$ cat src/hw/rtl/bsd_pkg.sv
// shared types, codes and the alphabet lookup for the base64 stream decoder
`timescale 1ns / 1ps
`default_nettype none
package bsd_pkg;

  // queue between classifier and result sequencer
  localparam int QDepth = 4;
  localparam int QAw    = $clog2(QDepth);

  // character codes
  localparam logic [7:0] CharPad   = 8'h3D;
  localparam logic [7:0] CharSpace = 8'h20;
  localparam logic [7:0] CharTab   = 8'h09;
  localparam logic [7:0] CharCr    = 8'h0D;
  localparam logic [7:0] CharLf    = 8'h0A;

  typedef enum logic [2:0] {
    ERR_NONE          = 3'd0,
    ERR_INVALID       = 3'd1,
    ERR_AFTER_PAD     = 3'd2,
    ERR_MISPLACED_PAD = 3'd3,
    ERR_TRUNCATED     = 3'd4
  } err_t;

  // one classified character, expanded later into 0..4 result words
  typedef struct packed {
    logic [23:0] word;     // completed group, first byte in the top bits
    logic [1:0]  nbytes;   // decoded bytes to emit
    err_t        err;      // new error to report, ERR_NONE for none
    logic        fin;      // emit an end word
    err_t        end_err;  // error code carried by the end word
  } job_t;

  // {hit, sextet}; hit is low for bytes outside the alphabet
  function automatic logic [6:0] sextet_of(input logic [7:0] c);
    logic [6:0] r;
    r = 7'd0;
    case (c) inside
      [8'h41:8'h5A]: r = {1'b1, 6'(c - 8'h41)};
      [8'h61:8'h7A]: r = {1'b1, 6'(c - 8'h47)};
      [8'h30:8'h39]: r = {1'b1, 6'(c + 8'h04)};
      8'h2B:         r = {1'b1, 6'd62};
      8'h2F:         r = {1'b1, 6'd63};
      default:       r = 7'd0;
    endcase
    return r;
  endfunction

endpackage
`default_nettype wire

$ cat src/hw/rtl/bsd_front.sv
// classifier: accepts characters, tracks group state, pushes jobs to the queue
`timescale 1ns / 1ps
`default_nettype none
module bsd_front (
  input  wire logic          clk,
  input  wire logic          rst,
  input  wire logic          in_valid,
  output logic               in_ready,
  input  wire logic [7:0]    in_char,
  input  wire logic          in_final,
  input  wire logic          q_full,
  output logic               push,
  output bsd_pkg::job_t      push_job
);
  import bsd_pkg::*;

  logic [17:0] acc, acc_next;
  logic [1:0]  gc, gc_next;
  logic [1:0]  pad, pad_next;
  err_t        sticky, sticky_next;

  logic        fire, ws, active;
  logic [6:0]  sv;
  logic [5:0]  v;
  err_t        err_new, job_err;
  logic [1:0]  nbytes;

  assign in_ready = !q_full;
  assign fire     = in_valid && in_ready;
  assign sv       = sextet_of(in_char);

  always_comb begin
    ws = (in_char == CharSpace) || (in_char == CharTab) ||
         (in_char == CharCr) || (in_char == CharLf);
    active   = (sticky == ERR_NONE) && !ws;
    err_new  = ERR_NONE;
    v        = 6'd0;
    pad_next = pad;
    acc_next = acc;
    gc_next  = gc;
    nbytes   = 2'd0;
    if (active) begin
      if (in_char == CharPad) begin
        if (gc < 2'd2) err_new = ERR_MISPLACED_PAD;
        else pad_next = pad + 2'd1;
      end else if (pad != 2'd0) begin
        err_new = ERR_AFTER_PAD;
      end else if (!sv[6]) begin
        err_new = ERR_INVALID;
      end else begin
        v = sv[5:0];
      end
      if (err_new == ERR_NONE) begin
        if (gc == 2'd3) begin
          // group closes; pads trim the tail bytes
          case (pad_next)
            2'd0:    nbytes = 2'd3;
            2'd1:    nbytes = 2'd2;
            default: nbytes = 2'd1;
          endcase
          acc_next = 18'd0;
          gc_next  = 2'd0;
        end else begin
          acc_next = {acc[11:0], v};
          gc_next  = gc + 2'd1;
        end
      end
    end
    sticky_next = (err_new != ERR_NONE) ? err_new : sticky;
    job_err     = err_new;
    if (in_final && sticky_next == ERR_NONE && gc_next != 2'd0) begin
      job_err     = ERR_TRUNCATED;
      sticky_next = ERR_TRUNCATED;
    end

    push_job.word    = {acc, v};
    push_job.nbytes  = nbytes;
    push_job.err     = job_err;
    push_job.fin     = in_final;
    push_job.end_err = sticky_next;
    push = fire && ((nbytes != 2'd0) || (job_err != ERR_NONE) || in_final);
  end

  always_ff @(posedge clk) begin
    if (rst) begin
      acc    <= 18'd0;
      gc     <= 2'd0;
      pad    <= 2'd0;
      sticky <= ERR_NONE;
    end else if (fire) begin
      if (in_final) begin
        acc    <= 18'd0;
        gc     <= 2'd0;
        pad    <= 2'd0;
        sticky <= ERR_NONE;
      end else begin
        acc    <= acc_next;
        gc     <= gc_next;
        pad    <= pad_next;
        sticky <= sticky_next;
      end
    end
  end

  // text state is cleared after the final character
  a_final_clears: assert property (@(posedge clk) disable iff (rst)
    fire && in_final |=> gc == 2'd0 && sticky == ERR_NONE && pad == 2'd0)
    else $error("state not cleared after final character");

  // the first error holds until the text closes
  a_sticky_holds: assert property (@(posedge clk) disable iff (rst)
    sticky != ERR_NONE && !(fire && in_final) |=> sticky == $past(sticky))
    else $error("sticky error changed mid-text");

  // a group only closes with three sextets already collected
  a_close_gc: assert property (@(posedge clk) disable iff (rst)
    push && push_job.nbytes != 2'd0 |-> gc == 2'd3)
    else $error("bytes pushed from a partial group");

endmodule
`default_nettype wire

$ cat src/hw/rtl/bsd_queue.sv
// short job queue between classifier and result sequencer
`timescale 1ns / 1ps
`default_nettype none
module bsd_queue (
  input  wire logic          clk,
  input  wire logic          rst,
  input  wire logic          push,
  input  bsd_pkg::job_t      push_job,
  output logic               full,
  input  wire logic          pop,
  output logic               head_valid,
  output bsd_pkg::job_t      head_job
);
  import bsd_pkg::*;

  job_t           slots [QDepth];
  logic [QAw-1:0] wr_ptr, rd_ptr;
  logic [QAw:0]   count;

  assign full       = (count == (QAw+1)'(QDepth));
  assign head_valid = (count != '0);
  assign head_job   = slots[rd_ptr];

  always_ff @(posedge clk) begin
    if (push) slots[wr_ptr] <= push_job;
  end

  always_ff @(posedge clk) begin
    if (rst) begin
      wr_ptr <= '0;
      rd_ptr <= '0;
      count  <= '0;
    end else begin
      if (push) wr_ptr <= wr_ptr + 1'b1;
      if (pop)  rd_ptr <= rd_ptr + 1'b1;
      case ({push, pop})
        2'b10:   count <= count + 1'b1;
        2'b01:   count <= count - 1'b1;
        default: count <= count;
      endcase
    end
  end

endmodule
`default_nettype wire

$ cat src/hw/rtl/bsd_back.sv
// result sequencer: expands each job into its output words, one per cycle while out_ready is high
`timescale 1ns / 1ps
`default_nettype none
module bsd_back (
  input  wire logic          clk,
  input  wire logic          rst,
  input  wire logic          q_valid,
  input  bsd_pkg::job_t      q_job,
  output logic               q_pop,
  output logic               out_valid,
  input  wire logic          out_ready,
  output logic [7:0]         out_byte,
  output logic               out_byte_valid,
  output logic               out_last,
  output logic               out_end,
  output logic [2:0]         out_err
);
  import bsd_pkg::*;

  job_t       cur;
  logic       cur_valid;
  logic [1:0] idx;
  logic [2:0] cnt;
  logic       last, load, fire;

  assign cnt  = 3'(cur.nbytes) + 3'(cur.err != ERR_NONE) + 3'(cur.fin);
  assign last = (3'(idx) + 3'd1 == cnt);
  assign fire = out_valid && out_ready;
  assign load = !cur_valid || (out_ready && last);
  assign q_pop = load && q_valid;
  assign out_valid = cur_valid;
  assign out_last  = last;

  always_comb begin
    out_byte       = 8'd0;
    out_byte_valid = 1'b0;
    out_end        = 1'b0;
    out_err        = ERR_NONE;
    if (idx < cur.nbytes) begin
      out_byte_valid = 1'b1;
      case (idx)
        2'd0:    out_byte = cur.word[23:16];
        2'd1:    out_byte = cur.word[15:8];
        2'd2:    out_byte = cur.word[7:0];
        default: out_byte = 8'd0;
      endcase
    end else if (cur.err != ERR_NONE && idx == cur.nbytes) begin
      out_err = cur.err;
    end else begin
      out_end = 1'b1;
      out_err = cur.end_err;
    end
  end

  always_ff @(posedge clk) begin
    if (rst) begin
      cur_valid <= 1'b0;
      idx       <= 2'd0;
    end else if (load) begin
      cur_valid <= q_valid;
      idx       <= 2'd0;
    end else if (fire) begin
      idx <= idx + 2'd1;
    end
  end

  always_ff @(posedge clk) begin
    if (q_pop) cur <= q_job;
  end

  // the word index never runs past the job's word count
  a_idx_range: assert property (@(posedge clk) disable iff (rst)
    cur_valid |-> 3'(idx) < cnt)
    else $error("word index past job end");

  // a stalled word keeps its place in the job
  a_stall_hold: assert property (@(posedge clk) disable iff (rst)
    out_valid && !out_ready |=> out_valid && $stable(idx))
    else $error("word index moved under stall");

  // an end word is always the last word of its job
  a_end_last: assert property (@(posedge clk) disable iff (rst)
    out_valid && out_end |-> out_last)
    else $error("end word not last");

endmodule
`default_nettype wire

$ cat src/hw/rtl/base64_stream_decoder.sv
// top level of the streaming base64 decoder
//
//  port group  dir  word fields (low bit up)
//  s_axis      in   tdata: character[7:0]; tlast: final_req
//  m_axis      out  tdata: data_byte[7:0], error_code[10:8]; tuser: byte_valid[0],
//                   text_end[1]; tlast: run_last
//
// one character is taken per cycle while the queue is not full; the classifier
// settles it in that cycle and queues a job of up to four output words. the
// sequencer sends one word per cycle while m_axis_tready is high; a full group
// of four characters gives at most three bytes. rst is synchronous and clears
// group state, the four-entry queue and the sequencer. an output stall fills
// the queue and then drops s_axis_tready.
`timescale 1ns / 1ps
`default_nettype none
module base64_stream_decoder (
  input  wire logic        clk,
  input  wire logic        rst,
  input  wire logic        s_axis_tvalid,
  output logic             s_axis_tready,
  input  wire logic [7:0]  s_axis_tdata,   // character[7:0]
  input  wire logic        s_axis_tlast,
  output logic             m_axis_tvalid,
  input  wire logic        m_axis_tready,
  output logic [15:0]      m_axis_tdata,   // data_byte[7:0], error_code[10:8], zero fill
  output logic [1:0]       m_axis_tuser,   // byte_valid[0], text_end[1]
  output logic             m_axis_tlast
);
  import bsd_pkg::*;

  logic       q_full, push, q_pop, head_valid;
  job_t       push_job, head_job;
  logic [7:0] out_byte;
  logic       out_byte_valid, out_end;
  logic [2:0] out_err;

  bsd_front u_front (
    .clk      (clk),
    .rst      (rst),
    .in_valid (s_axis_tvalid),
    .in_ready (s_axis_tready),
    .in_char  (s_axis_tdata),
    .in_final (s_axis_tlast),
    .q_full   (q_full),
    .push     (push),
    .push_job (push_job)
  );

  bsd_queue u_queue (
    .clk        (clk),
    .rst        (rst),
    .push       (push),
    .push_job   (push_job),
    .full       (q_full),
    .pop        (q_pop),
    .head_valid (head_valid),
    .head_job   (head_job)
  );

  bsd_back u_back (
    .clk            (clk),
    .rst            (rst),
    .q_valid        (head_valid),
    .q_job          (head_job),
    .q_pop          (q_pop),
    .out_valid      (m_axis_tvalid),
    .out_ready      (m_axis_tready),
    .out_byte       (out_byte),
    .out_byte_valid (out_byte_valid),
    .out_last       (m_axis_tlast),
    .out_end        (out_end),
    .out_err        (out_err)
  );

  assign m_axis_tdata = {5'd0, out_err, out_byte};
  assign m_axis_tuser = {out_end, out_byte_valid};

endmodule
`default_nettype wire
$ cat config.mk
export PLATFORM = sky130hd
export DESIGN_NAME = base64_stream_decoder
export DESIGN_NICKNAME = d
export VERILOG_FILES = /design/src/hw/rtl/bsd_pkg.sv /design/src/hw/rtl/bsd_front.sv /design/src/hw/rtl/bsd_queue.sv /design/src/hw/rtl/bsd_back.sv /design/src/hw/rtl/base64_stream_decoder.sv
export SDC_FILE = /design/constraint.sdc
export NUM_CORES = 1
export LEC_CHECK = 0
export ABC_AREA = 1
export BUFFER_PORTS_ARGS = -buffer_cell sky130_fd_sc_hd__buf_2
export CAP_MARGIN = 20
export CORE_MARGIN = 2
export CORE_UTILIZATION = 45
export CTS_CLUSTER_DIAMETER = 60
export DETAILED_ROUTE_END_ITERATION = 8
export GPL_TIMING_DRIVEN = 1
export SETUP_SLACK_MARGIN = 0.1
export SYNTH_ARGS = -nofsm -noshare
export SYNTH_HDL_FRONTEND = slang
export SYNTH_HIERARCHICAL = 1
export SYNTH_SLANG_ARGS = --single-unit
$ cat constraint.sdc
create_clock -name clk -period 7.4 [get_ports clk]
set_clock_uncertainty 0.15 [all_clocks]
set_input_delay 0.74 -clock clk [delete_from_list [all_inputs] [get_ports clk]]
set_output_delay 0.74 -clock clk [all_outputs]
set_load 0.01 [all_outputs]
* Word-level counts from Yosys, hierarchy flattened
Memories as Yosys holds them, arrays and structs flattened. A register that Yosys moved wholly into a read port is not among the register bits. Index checks and enable logic that the tools add are counted.
Storage, ports and cells: memory bits (writable) 132, output and inout port bits 21, logic and storage cells 132, input port bits 13, memories kept 1, register bits after elaboration 35
Cells by class: mux-type cells 46, add/sub/neg operators 13, reductions and logical operators 39, equality and inequality tests 16, $lt $le $gt $ge 8
Memories:
- u_queue.slots | words 4, width 33, read ports 1, clocked after memory_dff 1, write ports 1, RTL line bsd_queue.sv:16 | job_t slots [QDepth];
Operators with widths (number):
- two-way mux 18 bit | 4
- two-way mux 7 bit | 5
- equality test 8 x 6 -> 1 bit, second input constant | 4
- two-way mux 3 bit | 10
- two-way mux 2 bit | 13
- equality test 8 x 4 -> 1 bit, second input constant | 3
- two-way mux 6 bit | 4
- case mux 8 bit (3 select lines) | 1
- >= comparator 8 x 7 -> 1 bit, second input constant | 2
- <= comparator 8 x 7 -> 1 bit, second input constant | 2
- logical AND 1 bit | 12
- nonzero test 2 bit | 6
- nonzero test 3 bit | 4
- adder 2 x 1 -> 2 bit, second input constant | 5
- logical NOT 3 bit | 3
- >= comparator 8 x 6 -> 1 bit, second input constant | 1
- <= comparator 8 x 6 -> 1 bit, second input constant | 1
- two-way mux 8 bit | 1
- adder 6 x 3 -> 6 bit, second input constant | 1
- equality test 2 x 1 -> 1 bit, second input constant | 3
- equality test 2 bit, second input constant | 3
- logical OR 1 bit | 6
- two-way mux 1 bit | 6
- case mux 3 bit (2 select lines) | 1
- other kinds (18) | 21

* Depth between registers and ports, before layout
word-level depth 23, gate-level depth with buffers 21, gate-level depth less buffers 21

* Modules after synthesis
Netlist, hierarchy kept.
Modules (own cells, without submodules):
- bsd_queue | cells an instance 378, sequential area each 4144.0 um^2, times used 1, area each 5367.6 um^2
- bsd_front | cells an instance 361, sequential area each 500.5 um^2, times used 1, area each 2203.4 um^2
- bsd_back | cells an instance 124, sequential area each 1051.0 um^2, times used 1, area each 1526.5 um^2
- base64_stream_decoder | cells an instance 8, sequential area each 0.0 um^2, times used 1, area each 56.3 um^2

* Least setup slack after synthesis
Ideal clock, no wire load.
kind register -> register, start register, netlist name u_back/cur[4], end register u_queue.count[1], setup time 116 ps, clock period less this slack 5477 ps, data arrival time 5212 ps, data required time 7134 ps, path buffers 0, setup slack 1923 ps, stages on the path, launching flop included 12, cell sequence edfxtp_1 > nor2_1 > nand2_1 > fa_1 > ha_1 > xnor2_1 > nand4_1 > a21boi_0 > ha_1 > fa_1 > o21ai_0 > nor2_1
Between the ends: longest elaborated chain between the ends 9, elaborated cells on any way between the ends 11, classes of those cells add/sub: 2; eq/ne: 3; mux: 1; reduce/logical: 5
Ends and longest elaborated chain:
- nonzero test 3 bit * | RTL line bsd_back.sv:26 | assign cnt = 3'(cur.nbytes) + 3'(cur.err != ERR_NONE) + 3'(cur.fin);
- adder 2 x 1 -> 3 bit * | RTL line bsd_back.sv:26
- adder 3 x 1 -> 3 bit * | RTL line bsd_back.sv:26
- equality test 3 bit * | RTL line bsd_back.sv:27 | assign last = (3'(idx) + 3'd1 == cnt);
- logical AND 1 bit * | RTL line bsd_back.sv:29 | assign load = !cur_valid || (out_ready && last);
- logical OR 1 bit * | RTL line bsd_back.sv:29
- logical AND 1 bit * | RTL line bsd_back.sv:30 | assign q_pop = load && q_valid;
- via q_pop | RTL line base64_stream_decoder.sv:31 | logic q_full, push, q_pop, head_valid;
- equality test 2 x 1 -> 1 bit or equality test 2 bit (tied branches) | RTL line bsd_queue.sv:36 | case ({push, pop})
- case mux 3 bit (2 select lines) or nonzero test 2 bit (tied branches)
- end signal: assignment | RTL line bsd_queue.sv:37 | 2'b10: count <= count + 1'b1;
- end signal: assignment | RTL line bsd_queue.sv:38 | 2'b01: count <= count - 1'b1;
- end signal: assignment | RTL line bsd_queue.sv:39 | default: count <= count;
- end: declaration | RTL line bsd_queue.sv:18 | logic [QAw:0] count;
Mark *: on every way through the listed nets, which the timed path passes. The rest lies on a longest branch. A chain may end at the register's enable or synchronous reset.

* Worst setup path in the final report
start input s_axis_tdata[2], end register u_queue.count[2]
Between the ends: longest elaborated chain between the ends 23, elaborated cells on any way between the ends 58, classes of those cells order compare: 6; eq/ne: 10; mux: 21; reduce/logical: 21
Ends and longest elaborated chain:
- start: declaration | RTL line base64_stream_decoder.sv:21 | input wire logic [7:0] s_axis_tdata,
- parallel branches: the longest is 18 deep, another holds >= comparator 8 x 6 -> 1 bit
- logical OR 1 bit * (2 in series) | RTL line bsd_front.sv:81 | push = fire && ((nbytes != 2'd0) || (job_err != ERR_NONE) || in_final);
- logical AND 1 bit * | RTL line bsd_front.sv:81
- via push | RTL line base64_stream_decoder.sv:31
- equality test 2 x 1 -> 1 bit or equality test 2 bit (tied branches) | RTL line bsd_queue.sv:36
- case mux 3 bit (2 select lines) or nonzero test 2 bit (tied branches)
Mark *: on every way through the listed nets, which the timed path passes. The select of a mux whose other input is x is not followed.

==> results.md <==
- CTS Sinks: 202
- Slowest stage delay, CP: 0.42 ns
- Initial drt markers: 441
- Largest net degree at the start of global routing: 68
- P per Cell Area: 346 nW/um2
- Endpoints failing hold: 0
- Top_reg_cell synth: edfxtp_1
- Smallest hold slack: 0.290 ns
- FFs w/ async S/R, synth: 0
- CP top delay family: simple AND/OR/NAND/NOR gates
- Clock Latency Late Sink: 0.48 ns
- Switch share: 0.321
- CTS tree: yes
- TNS Setup: 0 ns
- Clk pwr share: 0.283
- CTS H-tree depth: 1
- # diodes: 0
- Vias in the first global route: 5804
- Area Growth Syn to Fin: 9.79%
- Routed WL: 19.3 mm
- Crit path cell chain: buf_2 -> inv_1 -> ha_1 -> nand2_1 -> nand2_1 -> nand3_1 -> nand2_1 -> nand2_2 -> nand2_2 -> nand3_1 -> nand2_1 -> a21oi_1 -> nor3_1 -> inv_1 -> ha_1 -> fa_1 -> nand2_1 -> nand2_1 -> nor2_1 -> nor2_1 -> nor2_1
- Pre-CTS setup slack: 3.27 ns
- CP arrival: 3.94 ns
- Worst Path Buf+Inv: 3
- Mapped Cells: 871
- Ratio of cells with drive above 1 in the final layout: 0.120
- Cell-internal power: 2360 uW
- # hold bufs at CTS: 0
- Cell area after synthesis: 9150 um2
- CP Launch Type: input port
- Synth area leader: edfxtp_1
- Synth top cells by count: edfxtp_1 (165), nand2_1 (145), nor2_1 (115), inv_1 (61), o21ai_0 (60)
- Die Height: 147 um
- Clock Tree Buf Depth: 3
- CP dominant cell by count: nand2_1
- Most numerous cell in the Yosys netlist: edfxtp_1
- Post-DP HPWL: 11.9 mm
- CTS resizes: 0
- CP Class: input port to register
- DR DRC count: 0
- Crit end category: register
- Post-layout net count: 928
- Global Route Usage Sum: 0.182
- Via-to-Cell Ratio: 5.10
- Seq/Total Area, Yosys: 0.622
- Status: completed
- Sequential share of power: 0.458
- Die ar.: 21500 um2
- Setup slack after layout: 3.73 ns
- Top cells by area, synth: edfxtp_1 (54%), dfxtp_1 (8.1%), nand2_1 (5.9%)
- Num rows: 52
- Number of flops mapped to enable cells by yosys: 165
- Setup Buffers After CTS: 0
- Fillers: 1808
- Final count of pins violating max slew: 0
- Hold WC Path Type: register to register
- First-pass GRT wire length: 31.1 mm
- Overflow after GRT: 0
- Cell at the slowest stage of the critical path: fa_1
- LEAKAGE: 0.00391 uW
- Slew headroom: 0.452
- Design area: 10000 um2
- Post-synthesis register bit count: 202
- CP required: 7.67 ns
- Final setup vio count: 0
- RSZ-0062 raised after global routing: false
- Global placer's final weighted congestion: 0.871
- Peak supply drop: 0.000155 V
- Core area: 20100 um2
- Num CTS Buffers: 20
- Final min period: 3.67 ns
- Num ports: 34
- Antenna violations before repair: 0
- Worst-margin pin slew: 0.822 ns
- Fmax achieved: 272 MHz
- Routed wire per std cell: 16.5 um
- Max cap viols: 0
- Clock root buffer: clkbuf_16
- ANT nets after route: 0
- Net Switching: 1120 uW
- Synth unique cells: 44
- Die Width: 147 um
- Initial core utilization: 0.455
- Number of synthesis warnings: 6
- Drt first pass iters: 4
- Clock Pin Slew Worst Setup and Hold Paths: 0.06 ns
- Vias after detailed routing: 5980
- CP max FO: 8
- Worst R2R Setup Slack: 3.88 ns
- Synthesized area per cell: 10.5 um2
- Logic pwr share: 0.259
- Synth top area share: 0.541
- Port Buffers: 28
- Period utilization: 0.496
- DP Area: 9410 um2
[state kept, by name, indices dropped and copies added, names as in the netlist, named ones only]
signal	count
u_back/cur	33
u_back/idx	2
u_back/out_valid	1
u_front/acc	18
u_front/gc	2
u_front/pad	2
u_front/sticky	3
u_queue/count	3
u_queue/rd_ptr	2
u_queue/slots	132
u_queue/wr_ptr	2
[kinds of logic (layout without fill, tap and decap cells)]
| group | count (synthesis) | in the layout | share of synthesized area |
|---|---|---|---|
| xor gates and xnor gates | 13 | 13 | 0.0124 |
| adders and majority gates | 25 | 25 | 0.0358 |
| buffers and inverters | 119 | 147 | 0.0649 |
| other | 1 | 5 | 0.000410 |
| muxes | 1 | 1 | 0.00123 |
| AOI/OAI and AO/OA | 157 | 157 | 0.0925 |
| and+or+nand+nor | 353 | 353 | 0.170 |
| DFF | 202 | 202 | 0.622 |
[per-stage QoR]
stage	util	power, uW	instances
3_5_place_dp	0.468	2540	1138
6_report	0.500	3480	1173
3_3_place_gp	0.468	2520	1138
5_1_grt	0.500	3690	1173
4_1_cts	0.500	3520	1173
2_1_floorplan	-	2280	875
[area by class of cell]
cell class	count	area [um2]	share of cell area
clock inverter	10	101	0.0101
inverter	77	289	0.0288
multi-input combinational	554	2890	0.288
clock buffer	25	541	0.0538
sequential	202	5700	0.567
timing repair buffer	35	193	0.0192
tap	270	338	0.0336
[path summary, 6_finish.rpt]
path         depth (start not counted)                to         startpoint
max                                 21  u_queue/count[2]    s_axis_tdata[2]
min                                  1          register  u_queue/rd_ptr[1]
max reg2reg                         12  u_queue/count[1]      u_back/cur[4]
min reg2reg                          1          register  u_queue/rd_ptr[1]
[power by group through the flow]
| stage | combinational, uW | clock [uW] | sequential (uW) |
|---|---|---|---|
| after floorplan | 710 | 0 | 1570 |
| after global placement | 906 | 0 | 1620 |
| after detailed placement | 920 | 0 | 1620 |
| after CTS | 924 | 1000 | 1590 |
| after global routing | 1030 | 1050 | 1610 |
| final | 903 | 985 | 1590 |
[cells in the final DEF, fill, tap and decap left out, types with 13 or more instances in the layout]
cell type,synthesis,layout
dfxtp_1,37,35
nand2_1,145,145
clkbuf_16,0,21
nor2_1,115,115
ha_1,23,23
nand3_1,40,40
o21ai_0,60,60
inv_1,61,61
a21oi_1,31,31
nand4_1,13,13
o21ai_1,21,21
o22ai_1,33,33
buf_2,8,28
edfxtp_1,165,165
inv_2,14,14
[worst register-to-register path: stages (launching register included)]
cell and delay, ns:
edfxtp_1 0.39, nor2_1 0.12, nand2_1 0.09, fa_1 0.38, ha_1 0.29, xnor2_1 0.18, nand4_1 0.18, a21boi_4 0.16
buf_4 0.46, ha_1 0.34, fa_1 0.43, o21ai_0 0.18, nor2_1 0.06
[per-layer routing]
metal  vias to the layer above  wire length [um]  track usage  share of wire
met2                       140              9210        0.306           0.48
met4                         0               289       0.0461          0.015
met1                      2797              8930        0.253           0.46
li1                       3017                 -            -              -
met3                        26               883       0.0228          0.046
met5                         -                 0            0              0
Power figures use the tool's default switching activity.
